===== config.mk =====
export PLATFORM = sky130hd
export DESIGN_NAME = rational_arithmetic_unit
export DESIGN_NICKNAME = d
export VERILOG_FILES = /design/src/rtl/core/rau_pkg.sv /design/src/rtl/core/rational_arithmetic_unit.sv /design/src/rtl/core/rau_divider.sv /design/src/rtl/core/rau_datapath.sv /design/src/rtl/core/rau_control.sv
export SDC_FILE = /design/constraint.sdc
export NUM_CORES = 2
export LEC_CHECK = 0
export ABC_AREA = 1
export BUFFER_PORTS_ARGS = -buffer_cell sky130_fd_sc_hd__buf_4
export CAP_MARGIN = 25
export CORE_MARGIN = 2
export CORE_UTILIZATION = 45
export CTS_CLUSTER_DIAMETER = 80
export DETAILED_ROUTE_END_ITERATION = 6
export GPL_TIMING_DRIVEN = 0
export SETUP_SLACK_MARGIN = 0.05
export SYNTH_ARGS = -nofsm -noshare
export SYNTH_HDL_FRONTEND = slang
export SYNTH_SLANG_ARGS = --single-unit

===== constraint.sdc =====
create_clock -name clock -period 11.7 [get_ports clock]
set_clock_uncertainty 0.2 [all_clocks]
set_input_delay 0.585 -clock clock [delete_from_list [all_inputs] [get_ports clock]]
set_output_delay 0.585 -clock clock [all_outputs]
set_load 0.02 [all_outputs]

===== src/rtl/core/rau_pkg.sv =====
package rau_pkg;

   localparam int unsigned OPERAND_WIDTH_DEF = 16;
   localparam int unsigned NUM_W = 32;
   localparam int unsigned DEN_W = 30;
   localparam int unsigned ACC_W = 66;

   typedef enum logic [2:0] {
      MODE_ADD = 3'd0,
      MODE_SUB = 3'd1,
      MODE_MUL = 3'd2,
      MODE_DIV = 3'd3,
      MODE_EQ  = 3'd4,
      MODE_NE  = 3'd5
   } mode_type;

   typedef struct packed {
      logic [2:0]         mode;
      logic signed [15:0] a_num;
      logic [14:0]        a_den;
      logic signed [15:0] b_num;
      logic [14:0]        b_den;
   } req_type;

   typedef struct packed {
      logic signed [31:0] result_num;
      logic [29:0]        result_den;
      logic               compare_true;
      logic               div_zero;
   } rsp_type;

   typedef enum logic [3:0] {
      ST_IDLE,
      ST_MUL1,
      ST_MUL2,
      ST_FORM,
      ST_GCD_INIT,
      ST_GCD_DIV,
      ST_GCD_STEP,
      ST_RED_NUM,
      ST_RED_DEN,
      ST_DONE
   } state_type;

   // controller -> datapath
   typedef struct packed {
      logic load;
      logic mul1;
      logic mul2;
      logic form;
      logic gcd_init;
      logic div_start;
      logic gcd_step;
      logic red_num;
      logic red_den;
      logic finish;
   } cmd_type;

   // datapath -> controller
   typedef struct packed {
      logic arith;
      logic den_zero;
      logic y_zero;
      logic div_done;
   } sts_type;

endpackage


===== src/rtl/core/rational_arithmetic_unit.sv =====
// Rational arithmetic unit: add, subtract, multiply, divide, equal and
// not equal on two fractions, results reduced by Euclid's gcd.
// Request channel: drive req_data and raise start; the beat is taken at
// the rising edge where start is high and busy is low. busy falls at the
// edge that raises rsp_valid, so the next beat may be taken at the end
// of the cycle in which the result is shown.
// Response channel: rsp_valid is high for exactly one cycle with the beat
// on rsp_data; the receiver cannot stall it, so capture it then.
// Compare modes, spare codes and zero-denominator cases go straight to
// the result. Arithmetic runs Euclid remainder steps: every step, and the
// two final reductions of numerator and denominator, go through one
// shared 66-bit restoring divider at one quotient bit per cycle.
// One item is in flight at a time.
// Reset (synchronous, active high) returns the controller to idle and
// drops any item in progress; no result appears for it.
module rational_arithmetic_unit #(
   parameter int unsigned OPERAND_WIDTH = rau_pkg::OPERAND_WIDTH_DEF
) (
   input  logic             clock,
   input  logic             reset,
   input  logic             start,
   output logic             busy,
   input  rau_pkg::req_type req_data,
   output logic             rsp_valid,
   output rau_pkg::rsp_type rsp_data
);
   rau_pkg::cmd_type cmd;
   rau_pkg::sts_type sts;

   // sequence the load, products, gcd loop and reduction
   rau_control u_ctrl (
      .clock  (clock),
      .reset  (reset),
      .start  (start),
      .sts    (sts),
      .cmd    (cmd),
      .busy   (busy),
      .strobe (rsp_valid)
   );

   // hold operands, products, gcd state and the result register
   rau_datapath #(.OPERAND_WIDTH(OPERAND_WIDTH)) u_dp (
      .clock    (clock),
      .req      (req_data),
      .cmd      (cmd),
      .sts      (sts),
      .rsp_data (rsp_data)
   );
endmodule


===== src/rtl/core/rau_divider.sv =====
module rau_divider #(
   parameter int unsigned WIDTH = rau_pkg::ACC_W
) (
   input  logic             clock,
   input  logic             reset,
   input  logic             start,
   input  logic [WIDTH-1:0] dividend,
   input  logic [WIDTH-1:0] divisor,
   output logic             done,
   output logic [WIDTH-1:0] quotient,
   output logic [WIDTH-1:0] remainder
);
   localparam int unsigned CW = $clog2(WIDTH + 1);

   logic [WIDTH-1:0] quo_ff, quo_in, rem_ff, rem_in, dsr_ff, dsr_in;
   logic [CW-1:0]    cnt_ff, cnt_in;
   logic             run_ff, run_in, done_ff, done_in;
   logic [WIDTH:0]   trial;

   // restoring division, one quotient bit a cycle
   always_comb begin
      quo_in  = quo_ff;
      rem_in  = rem_ff;
      dsr_in  = dsr_ff;
      cnt_in  = cnt_ff;
      run_in  = run_ff;
      done_in = 1'b0;
      trial   = '0;
      if (start) begin
         quo_in = dividend;
         rem_in = '0;
         dsr_in = divisor;
         cnt_in = CW'(WIDTH);
         run_in = 1'b1;
      end else if (run_ff) begin
         trial = {rem_ff, quo_ff[WIDTH-1]} - {1'b0, dsr_ff};
         if (!trial[WIDTH]) begin
            rem_in = trial[WIDTH-1:0];
            quo_in = {quo_ff[WIDTH-2:0], 1'b1};
         end else begin
            rem_in = {rem_ff[WIDTH-2:0], quo_ff[WIDTH-1]};
            quo_in = {quo_ff[WIDTH-2:0], 1'b0};
         end
         cnt_in = cnt_ff - CW'(1);
         if (cnt_ff == CW'(1)) begin
            run_in  = 1'b0;
            done_in = 1'b1;
         end
      end
   end

   always_ff @(posedge clock) begin
      quo_ff <= quo_in;
      rem_ff <= rem_in;
      dsr_ff <= dsr_in;
      cnt_ff <= cnt_in;
      if (reset) begin
         run_ff  <= 1'b0;
         done_ff <= 1'b0;
      end else begin
         run_ff  <= run_in;
         done_ff <= done_in;
      end
   end

   assign done      = done_ff;
   assign quotient  = quo_ff;
   assign remainder = rem_ff;
endmodule


===== src/rtl/core/rau_datapath.sv =====
module rau_datapath #(
   parameter int unsigned OPERAND_WIDTH = rau_pkg::OPERAND_WIDTH_DEF
) (
   input  logic             clock,
   input  rau_pkg::req_type req,
   input  rau_pkg::cmd_type cmd,
   output rau_pkg::sts_type sts,
   output rau_pkg::rsp_type rsp_data
);
   localparam int unsigned W  = OPERAND_WIDTH;
   localparam int unsigned AW = rau_pkg::ACC_W;

   logic [2:0]             mode_ff;
   logic signed [W-1:0]    an_ff, bn_ff;
   logic signed [W:0]      ad_ff, bd_ff;
   logic signed [2*W+1:0]  p1_ff, p2_ff, p3_ff;
   logic signed [AW-1:0]   n_ff, d_ff;
   logic [AW-1:0]          x_ff, y_ff;
   logic                   cmp_ff;
   rau_pkg::rsp_type       out_ff;

   logic [W-1:0]           an_raw, bn_raw;
   logic [W-2:0]           ad_raw, bd_raw;
   logic signed [2*W+1:0]  m1, m2;
   logic                   div_start;
   logic [AW-1:0]          dvd, dsr, quo, rem, nmag, dmag;
   logic                   div_done;
   logic                   n_neg, d_neg;
   logic signed [AW-1:0]   q_s;

   assign an_raw = W'($unsigned(req.a_num));
   assign bn_raw = W'($unsigned(req.b_num));
   assign ad_raw = (W-1)'(req.a_den);
   assign bd_raw = (W-1)'(req.b_den);

   // first stage: cross products (straight products for multiply), one multiplier per product
   always_comb begin
      unique case (rau_pkg::mode_type'(mode_ff))
         rau_pkg::MODE_MUL: begin
            m1 = (2*W+2)'(an_ff) * (2*W+2)'(bn_ff);
            m2 = (2*W+2)'(ad_ff) * (2*W+2)'(bd_ff);
         end
         rau_pkg::MODE_DIV: begin
            m1 = (2*W+2)'(an_ff) * (2*W+2)'(bd_ff);
            m2 = (2*W+2)'(ad_ff) * (2*W+2)'(bn_ff);
         end
         default: begin
            m1 = (2*W+2)'(an_ff) * (2*W+2)'(bd_ff);
            m2 = (2*W+2)'(bn_ff) * (2*W+2)'(ad_ff);
         end
      endcase
   end

   assign nmag  = n_ff[AW-1] ? AW'(-n_ff) : AW'(n_ff);
   assign dmag  = d_ff[AW-1] ? AW'(-d_ff) : AW'(d_ff);
   assign n_neg = n_ff[AW-1];
   assign d_neg = d_ff[AW-1];

   always_comb begin
      div_start = cmd.div_start | cmd.red_num | cmd.red_den;
      dvd = x_ff;
      dsr = y_ff;
      if (cmd.red_num) begin
         dvd = nmag;
         dsr = x_ff;
      end else if (cmd.red_den) begin
         dvd = dmag;
         dsr = x_ff;
      end
   end

   rau_divider #(.WIDTH(AW)) u_div (
      .clock     (clock),
      .reset     (1'b0),
      .start     (div_start),
      .dividend  (dvd),
      .divisor   (dsr),
      .done      (div_done),
      .quotient  (quo),
      .remainder (rem)
   );

   assign q_s = $signed(quo);

   always_ff @(posedge clock) begin
      if (cmd.load) begin
         mode_ff <= req.mode;
         an_ff   <= $signed(an_raw);
         bn_ff   <= $signed(bn_raw);
         ad_ff   <= $signed({1'b0, ad_raw, 1'b0}) >>> 1;
         bd_ff   <= $signed({1'b0, bd_raw, 1'b0}) >>> 1;
      end
      if (cmd.mul1) begin
         p1_ff <= m1;
         p2_ff <= m2;
      end
      if (cmd.mul2) begin
         p3_ff <= (2*W+2)'(ad_ff) * (2*W+2)'(bd_ff);
      end
      if (cmd.form) begin
         unique case (rau_pkg::mode_type'(mode_ff))
            rau_pkg::MODE_ADD: begin
               n_ff <= AW'(p1_ff) + AW'(p2_ff);
               d_ff <= AW'(p3_ff);
            end
            rau_pkg::MODE_MUL, rau_pkg::MODE_DIV: begin
               n_ff <= AW'(p1_ff);
               d_ff <= AW'(p2_ff);
            end
            default: begin
               n_ff <= AW'(p1_ff) - AW'(p2_ff);
               d_ff <= AW'(p3_ff);
            end
         endcase
         cmp_ff <= (p1_ff == p2_ff);
      end
      if (cmd.gcd_init) begin
         x_ff <= nmag;
         y_ff <= dmag;
      end
      if (cmd.gcd_step) begin
         x_ff <= y_ff;
         y_ff <= rem;
      end
      if (cmd.red_den) begin
         n_ff <= d_neg ? -(n_neg ? -q_s : q_s) : (n_neg ? -q_s : q_s);
      end
      if (cmd.finish) begin
         out_ff.compare_true <= 1'b0;
         out_ff.div_zero     <= 1'b0;
         out_ff.result_num   <= '0;
         out_ff.result_den   <= 30'd1;
         if (mode_ff == rau_pkg::MODE_EQ) begin
            out_ff.compare_true <= cmp_ff;
         end else if (mode_ff == rau_pkg::MODE_NE) begin
            out_ff.compare_true <= !cmp_ff;
         end else if (mode_ff <= rau_pkg::MODE_DIV) begin
            if (d_ff == '0) begin
               out_ff.div_zero   <= 1'b1;
               out_ff.result_num <= n_ff[31:0];
               out_ff.result_den <= '0;
            end else begin
               out_ff.result_num <= n_ff[31:0];
               out_ff.result_den <= quo[29:0];
            end
         end
      end
   end

   assign sts.arith    = (mode_ff <= rau_pkg::MODE_DIV);
   assign sts.den_zero = (d_ff == '0);
   assign sts.y_zero   = (y_ff == '0);
   assign sts.div_done = div_done;
   assign rsp_data     = out_ff;
endmodule


===== src/rtl/core/rau_control.sv =====
module rau_control (
   input  logic             clock,
   input  logic             reset,
   input  logic             start,
   input  rau_pkg::sts_type sts,
   output rau_pkg::cmd_type cmd,
   output logic             busy,
   output logic             strobe
);
   rau_pkg::state_type state_ff, state_in;
   logic               strobe_ff;

   always_comb begin
      state_in = state_ff;
      unique case (state_ff)
         rau_pkg::ST_IDLE:     if (start) state_in = rau_pkg::ST_MUL1;
         rau_pkg::ST_MUL1:     state_in = rau_pkg::ST_MUL2;
         rau_pkg::ST_MUL2:     state_in = rau_pkg::ST_FORM;
         rau_pkg::ST_FORM:     state_in = rau_pkg::ST_GCD_INIT;
         rau_pkg::ST_GCD_INIT: begin
            if (!sts.arith || sts.den_zero) state_in = rau_pkg::ST_DONE;
            else state_in = rau_pkg::ST_GCD_DIV;
         end
         rau_pkg::ST_GCD_DIV: begin
            if (sts.y_zero) state_in = rau_pkg::ST_RED_NUM;
            else state_in = rau_pkg::ST_GCD_STEP;
         end
         rau_pkg::ST_GCD_STEP: if (sts.div_done) state_in = rau_pkg::ST_GCD_DIV;
         rau_pkg::ST_RED_NUM:  if (sts.div_done) state_in = rau_pkg::ST_RED_DEN;
         rau_pkg::ST_RED_DEN:  if (sts.div_done) state_in = rau_pkg::ST_IDLE;
         rau_pkg::ST_DONE:     state_in = rau_pkg::ST_IDLE;
         default:              state_in = rau_pkg::ST_IDLE;
      endcase
   end

   always_comb begin
      cmd = '0;
      unique case (state_ff)
         rau_pkg::ST_IDLE:     cmd.load = start;
         rau_pkg::ST_MUL1:     cmd.mul1 = 1'b1;
         rau_pkg::ST_MUL2:     cmd.mul2 = 1'b1;
         rau_pkg::ST_FORM:     cmd.form = 1'b1;
         rau_pkg::ST_GCD_INIT: cmd.gcd_init = 1'b1;
         rau_pkg::ST_GCD_DIV: begin
            cmd.div_start = !sts.y_zero;
            cmd.red_num   = sts.y_zero;
         end
         rau_pkg::ST_GCD_STEP: cmd.gcd_step = sts.div_done;
         rau_pkg::ST_RED_NUM: begin
            cmd.red_den = sts.div_done;
         end
         rau_pkg::ST_RED_DEN:  cmd.finish = sts.div_done;
         rau_pkg::ST_DONE:     cmd.finish = 1'b1;
         default:              cmd = '0;
      endcase
   end

   always_ff @(posedge clock) begin
      if (reset) begin
         state_ff  <= rau_pkg::ST_IDLE;
         strobe_ff <= 1'b0;
      end else begin
         state_ff  <= state_in;
         strobe_ff <= cmd.finish;
      end
   end

   assign busy   = (state_ff != rau_pkg::ST_IDLE);
   assign strobe = strobe_ff;
endmodule

==> impl_summary.log <==
[metrics] antenna violations before repair: 5
[metrics] post-DR wirelength/cell: about 25 µm
[metrics] number of buffers on the longest clock path: 3
[metrics] IO Port Bufs: roughly 130
[metrics] Die Span Y: around 430 µm
[metrics] Routed Wire Length: between 300000 and 400000 µm
[metrics] # Post-CTS Setup Buffers: 0
[metrics] layout overhead on the synthesized area: 10.26%
[metrics] drt initial violations: approximately 5900
[metrics] dominant synthesized flop cell: sky130_fd_sc_hd__edfxtp_1
[metrics] core area: 176500 µm²
[metrics] number of DRC violations after detailed routing: 0
[metrics] number of warnings issued by yosys: 0
[metrics] Die Width: 425.7 µm
[metrics] area fraction in and, or, nand and nor cells after synthesis: roughly 22%
[metrics] placement row count: roughly 150
[metrics] clock net sink count: ~670
[metrics] Top Layer Used: met5
[metrics] number of enable flip-flop cells after synthesis: 586
[metrics] share of cell area taken by muxes after synthesis: less than 1%
[metrics] share of synthesized flip-flops with an asynchronous set or reset: 0%
[metrics] H-tree levels: 3
[metrics] result of the run: complete, no violations
[metrics] combinational family with the most area after synthesis: adder cells
[metrics] Via Count: around 71000
[metrics] Inst Count DP: 13110
[metrics] category of the worst setup path launch point: flip-flop
[metrics] share of the clock period used by the worst path: 68.33%
[metrics] Congestion Overflow GR: 0
[metrics] routed length on met3: roughly 19000 µm
[metrics] WL met1: between 100000 and 150000 µm
[metrics] final net count: around 12000
[metrics] data required time of the worst path: approximately 12 ns
[metrics] synthesized area: around 80000 µm²
[metrics] number of instances in the synthesized netlist: about 11000
[metrics] number of setup violations in the final report: 0
[metrics] setup repair after global routing missed its margin: no
[metrics] remaining antenna violation count: 0
[metrics] synth unique cells: between 60 and 70
[metrics] post-synthesis compound-gate area fraction: between 8 and 9%
[metrics] crit end category: flip-flop
[metrics] count of max-cap constraint violations: 0
[metrics] Synth Register Bits: approximately 670
[metrics] post-synthesis share of cell area spent on full adders, half adders and majority gates: between 20 and 30%
[metrics] syn_area_per_cell: roughly 7.5 µm²
[metrics] Least-Margin Pin Slew: roughly 1.3 ns
[metrics] final hold violations: 0
[metrics] initial cell density of the core: around 45%
[metrics] TritonCTS clock tree: yes
[metrics] placer congestion estimate: 1.081
[metrics] GRT Resource Usage Total: 36.57%
[metrics] path category of the worst min-delay check: in -> reg
[metrics] die outline area: 181200 µm²
[metrics] clock transition time at the flip-flop clock pins of the worst setup and hold paths: approximately 0.060 ns
[metrics] layout cell share with drive strength beyond 1: 4.749%
[metrics] Net Count, Synth: 12040
[metrics] part of the Yosys area used for sequential elements: around a quarter
[metrics] global-route wire length before repair: 479700 µm
[metrics] Max Fanout on Critical Path: 10
[metrics] ports placed on the boundary: 134
[metrics] Inserted Clock Buffers: 85
[metrics] maximum achievable frequency: 125.1 MHz
[metrics] worst-skew pair later-pin latency: about 0.8 ns
[metrics] ratio of routed vias to standard cells: ~5.4
[metrics] signal arrival time at the worst endpoint: about 8.3 ns
[metrics] Cell Count, Final, Fillers Out: 13340
[metrics] tightest slew margin relative to the limit: roughly a tenth
[metrics] time the worst path needs with I/O delays and setup: between 7 and 8 ns
[metrics] XOR/XNOR Fraction of Synth Area: approximately 3.2%
[metrics] length of routed met2 wiring: 161200 µm
[metrics] CTS Root Buffer Type: sky130_fd_sc_hd__clkbuf_16
[metrics] worst setup path category: reg -> reg
[metrics] maximum number of pins on one net before global-route repair: 68
[metrics] Max Transition Viols Final: 0
[metrics] DR pass1 iterations: 7
[metrics] total negative setup slack: 0 ns
[metrics] sum of net half-perimeters after detailed placement: 279500 µm
[metrics] number of global-route vias before repair: between 70000 and 80000
[synthesized netlist by cell type (3+ instances only)]
| master | n | area share (%) |
|---|---|---|
| sky130_fd_sc_hd__nand2_1 | 2869 | 13 |
| sky130_fd_sc_hd__inv_1 | 2267 | 11 |
| sky130_fd_sc_hd__fa_1 | 858 | 21 |
| sky130_fd_sc_hd__nor2_1 | 805 | 3.8 |
| sky130_fd_sc_hd__edfxtp_1 | 586 | 22 |
| sky130_fd_sc_hd__ha_1 | 514 | 8.0 |
| sky130_fd_sc_hd__o21ai_0 | 506 | 3.2 |
| sky130_fd_sc_hd__a21oi_1 | 451 | 2.8 |
| sky130_fd_sc_hd__nand3_1 | 368 | 2.3 |
| sky130_fd_sc_hd__clkbuf_1 | 321 | 1.5 |
| sky130_fd_sc_hd__xor2_1 | 195 | 2.1 |
| sky130_fd_sc_hd__xnor2_1 | 93 | 1.0 |
| sky130_fd_sc_hd__nor3_1 | 81 | 0.51 |
| sky130_fd_sc_hd__dfxtp_1 | 80 | 2.0 |
| sky130_fd_sc_hd__nand4_1 | 77 | 0.60 |
| sky130_fd_sc_hd__a31oi_1 | 52 | 0.41 |
| sky130_fd_sc_hd__nor4_1 | 41 | 0.32 |
| sky130_fd_sc_hd__buf_2 | 38 | 0.24 |
| sky130_fd_sc_hd__or2_2 | 38 | 0.30 |
| sky130_fd_sc_hd__a21o_1 | 34 | 0.32 |
| sky130_fd_sc_hd__nand2_2 | 34 | 0.27 |
| sky130_fd_sc_hd__o211ai_1 | 34 | 0.32 |
| sky130_fd_sc_hd__o21bai_1 | 34 | 0.32 |
| sky130_fd_sc_hd__nor2_2 | 26 | 0.20 |
| sky130_fd_sc_hd__buf_1 | 24 | 0.11 |
| sky130_fd_sc_hd__nor2_4 | 20 | 0.28 |
| sky130_fd_sc_hd__inv_2 | 18 | 0.084 |
| sky130_fd_sc_hd__a21boi_0 | 13 | 0.12 |
| sky130_fd_sc_hd__o21a_1 | 13 | 0.12 |
| sky130_fd_sc_hd__o21ai_1 | 13 | 0.081 |
| sky130_fd_sc_hd__a22oi_1 | 11 | 0.10 |
| sky130_fd_sc_hd__a211oi_1 | 10 | 0.094 |
| sky130_fd_sc_hd__buf_4 | 8 | 0.075 |
| sky130_fd_sc_hd__nand3b_1 | 8 | 0.075 |
| sky130_fd_sc_hd__o221ai_1 | 8 | 0.088 |
| sky130_fd_sc_hd__o31ai_1 | 8 | 0.075 |
| sky130_fd_sc_hd__nand2_4 | 6 | 0.084 |
| sky130_fd_sc_hd__a221oi_1 | 5 | 0.055 |
| sky130_fd_sc_hd__clkinv_1 | 3 | 0.014 |
[registers in the layout, summed over array words and instances, names as in the netlist, 32 cells and up]
signal	cells
u_dp.u_div.remainder	66
u_dp.u_div.dsr_ff	66
u_dp.u_div.quotient	66
u_dp.rsp_data	64
u_dp.p2_ff	32
u_dp.p1_ff	32
u_dp.y_ff	66
u_dp.n_ff	66
u_dp.x_ff	66
u_dp.d_ff	32
[final timing paths]
kind	startpoint	end	slack, ns	depth (start not counted)
worst max-delay path	u_dp.bn_ff[15]	u_dp.p2_ff[30]	3.71	23
worst min-delay path	start	u_dp.ad_ff[2]	0.09	3
worst max register to register	u_dp.bn_ff[15]	u_dp.p2_ff[30]	3.71	23
worst min register to register	u_dp.u_div.remainder[11]	u_dp.u_div.remainder[11]	0.27	2
[kinds of logic (layout without fill, tap and decap cells)]
logic type                 after synthesis  count (layout)
AOI/OAI and AO/OA                     1212            1212
xor gates and xnor gates               289             289
adders and majority gates             1372            1372
muxes                                    1               1
DFF                                    666             666
buffers and inverters                 2679            3068
other                                    0               5
and+or+nand+nor                       4384            4384
[timing repair]
action | in CTS | in global routing
gates resized for setup | 0 | 0
setup endpoints to repair | 0 | 0
hold buffers | 66 | 0
endpoints found under the hold margin | 70 | 0
[per-layer routing]
metal	GRT usage, %	vias up
met5	0	-
met1	40.70	34620
met4	28.98	2
met3	4.325	797
met2	63.39	2733
li1	-	33220
[layout by cell type (no fill, tap or decap), types with 38 or more instances in the layout]
cell type                       netlist  layout
sky130_fd_sc_hd__nand2_1           2869    2867
sky130_fd_sc_hd__inv_1             2267    2266
sky130_fd_sc_hd__fa_1               858     858
sky130_fd_sc_hd__nor2_1             805     801
sky130_fd_sc_hd__edfxtp_1           586     586
sky130_fd_sc_hd__ha_1               514     514
sky130_fd_sc_hd__o21ai_0            506     506
sky130_fd_sc_hd__a21oi_1            451     451
sky130_fd_sc_hd__nand3_1            368     368
sky130_fd_sc_hd__clkbuf_1           321     326
sky130_fd_sc_hd__xor2_1             195     195
sky130_fd_sc_hd__buf_4                8     141
sky130_fd_sc_hd__xnor2_1             93      93
sky130_fd_sc_hd__clkbuf_16            0      86
sky130_fd_sc_hd__nor3_1              81      80
sky130_fd_sc_hd__dfxtp_1             80      80
sky130_fd_sc_hd__nand4_1             77      77
sky130_fd_sc_hd__dlygate4sd3_1        0      66
sky130_fd_sc_hd__a31oi_1             52      52
sky130_fd_sc_hd__nor4_1              41      41
sky130_fd_sc_hd__buf_2               38      39
sky130_fd_sc_hd__or2_2               38      38
[area by class of cell]
| type | count | area (µm²) |
|---|---|---|
| antenna | 5 | 12.51 |
| inverter | 2288 | 8591 |
| clock buffer | 94 | 2212 |
| sequential | 666 | 19200 |
| timing repair buffer | 230 | 2220 |
| buffer | 391 | 1546 |
| fill | 17780 | 88270 |
| tap | 2340 | 2928 |
| clock inverter | 65 | 787.0 |
| multi-input combinational | 7258 | 50740 |
[through the flow]
stage	hold WS, ns	area (µm²)	worst slack, ns	util [%]
floorplan	0.2482	80020	5.589	-
global placement	0.2601	83940	3.741	47.56
detailed placement	0.2619	84540	3.779	47.90
CTS	0.04287	88200	3.752	49.97
global route	0.09669	88220	3.556	49.98
finish	0.08918	88230	3.705	49.99
[worst max-delay path: stages, from the launching register on]
cell	delay, ns
sky130_fd_sc_hd__edfxtp_1	0.58
sky130_fd_sc_hd__inv_1	0.45
sky130_fd_sc_hd__clkbuf_1	0.76
sky130_fd_sc_hd__or2_2	0.25
sky130_fd_sc_hd__fa_1	0.43
sky130_fd_sc_hd__fa_1	0.50
sky130_fd_sc_hd__inv_1	0.07
sky130_fd_sc_hd__fa_1	0.50
sky130_fd_sc_hd__fa_1	0.43
sky130_fd_sc_hd__fa_1	0.49
sky130_fd_sc_hd__inv_1	0.05
sky130_fd_sc_hd__fa_1	0.47
sky130_fd_sc_hd__inv_1	0.05
sky130_fd_sc_hd__ha_1	0.41
sky130_fd_sc_hd__a21oi_1	0.19
sky130_fd_sc_hd__o21a_1	0.14
sky130_fd_sc_hd__o21ai_0	0.21
sky130_fd_sc_hd__nand2_1	0.12
sky130_fd_sc_hd__nand3_1	0.22
sky130_fd_sc_hd__nand3_1	0.20
sky130_fd_sc_hd__nand2_1	0.13
sky130_fd_sc_hd__a41oi_1	0.22
sky130_fd_sc_hd__o21ai_0	0.10
sky130_fd_sc_hd__a21oi_1	0.51
Power is left out: the tool's default activity adds up to more than one toggle a clock period on the data nets, which glitch-free logic cannot reach.
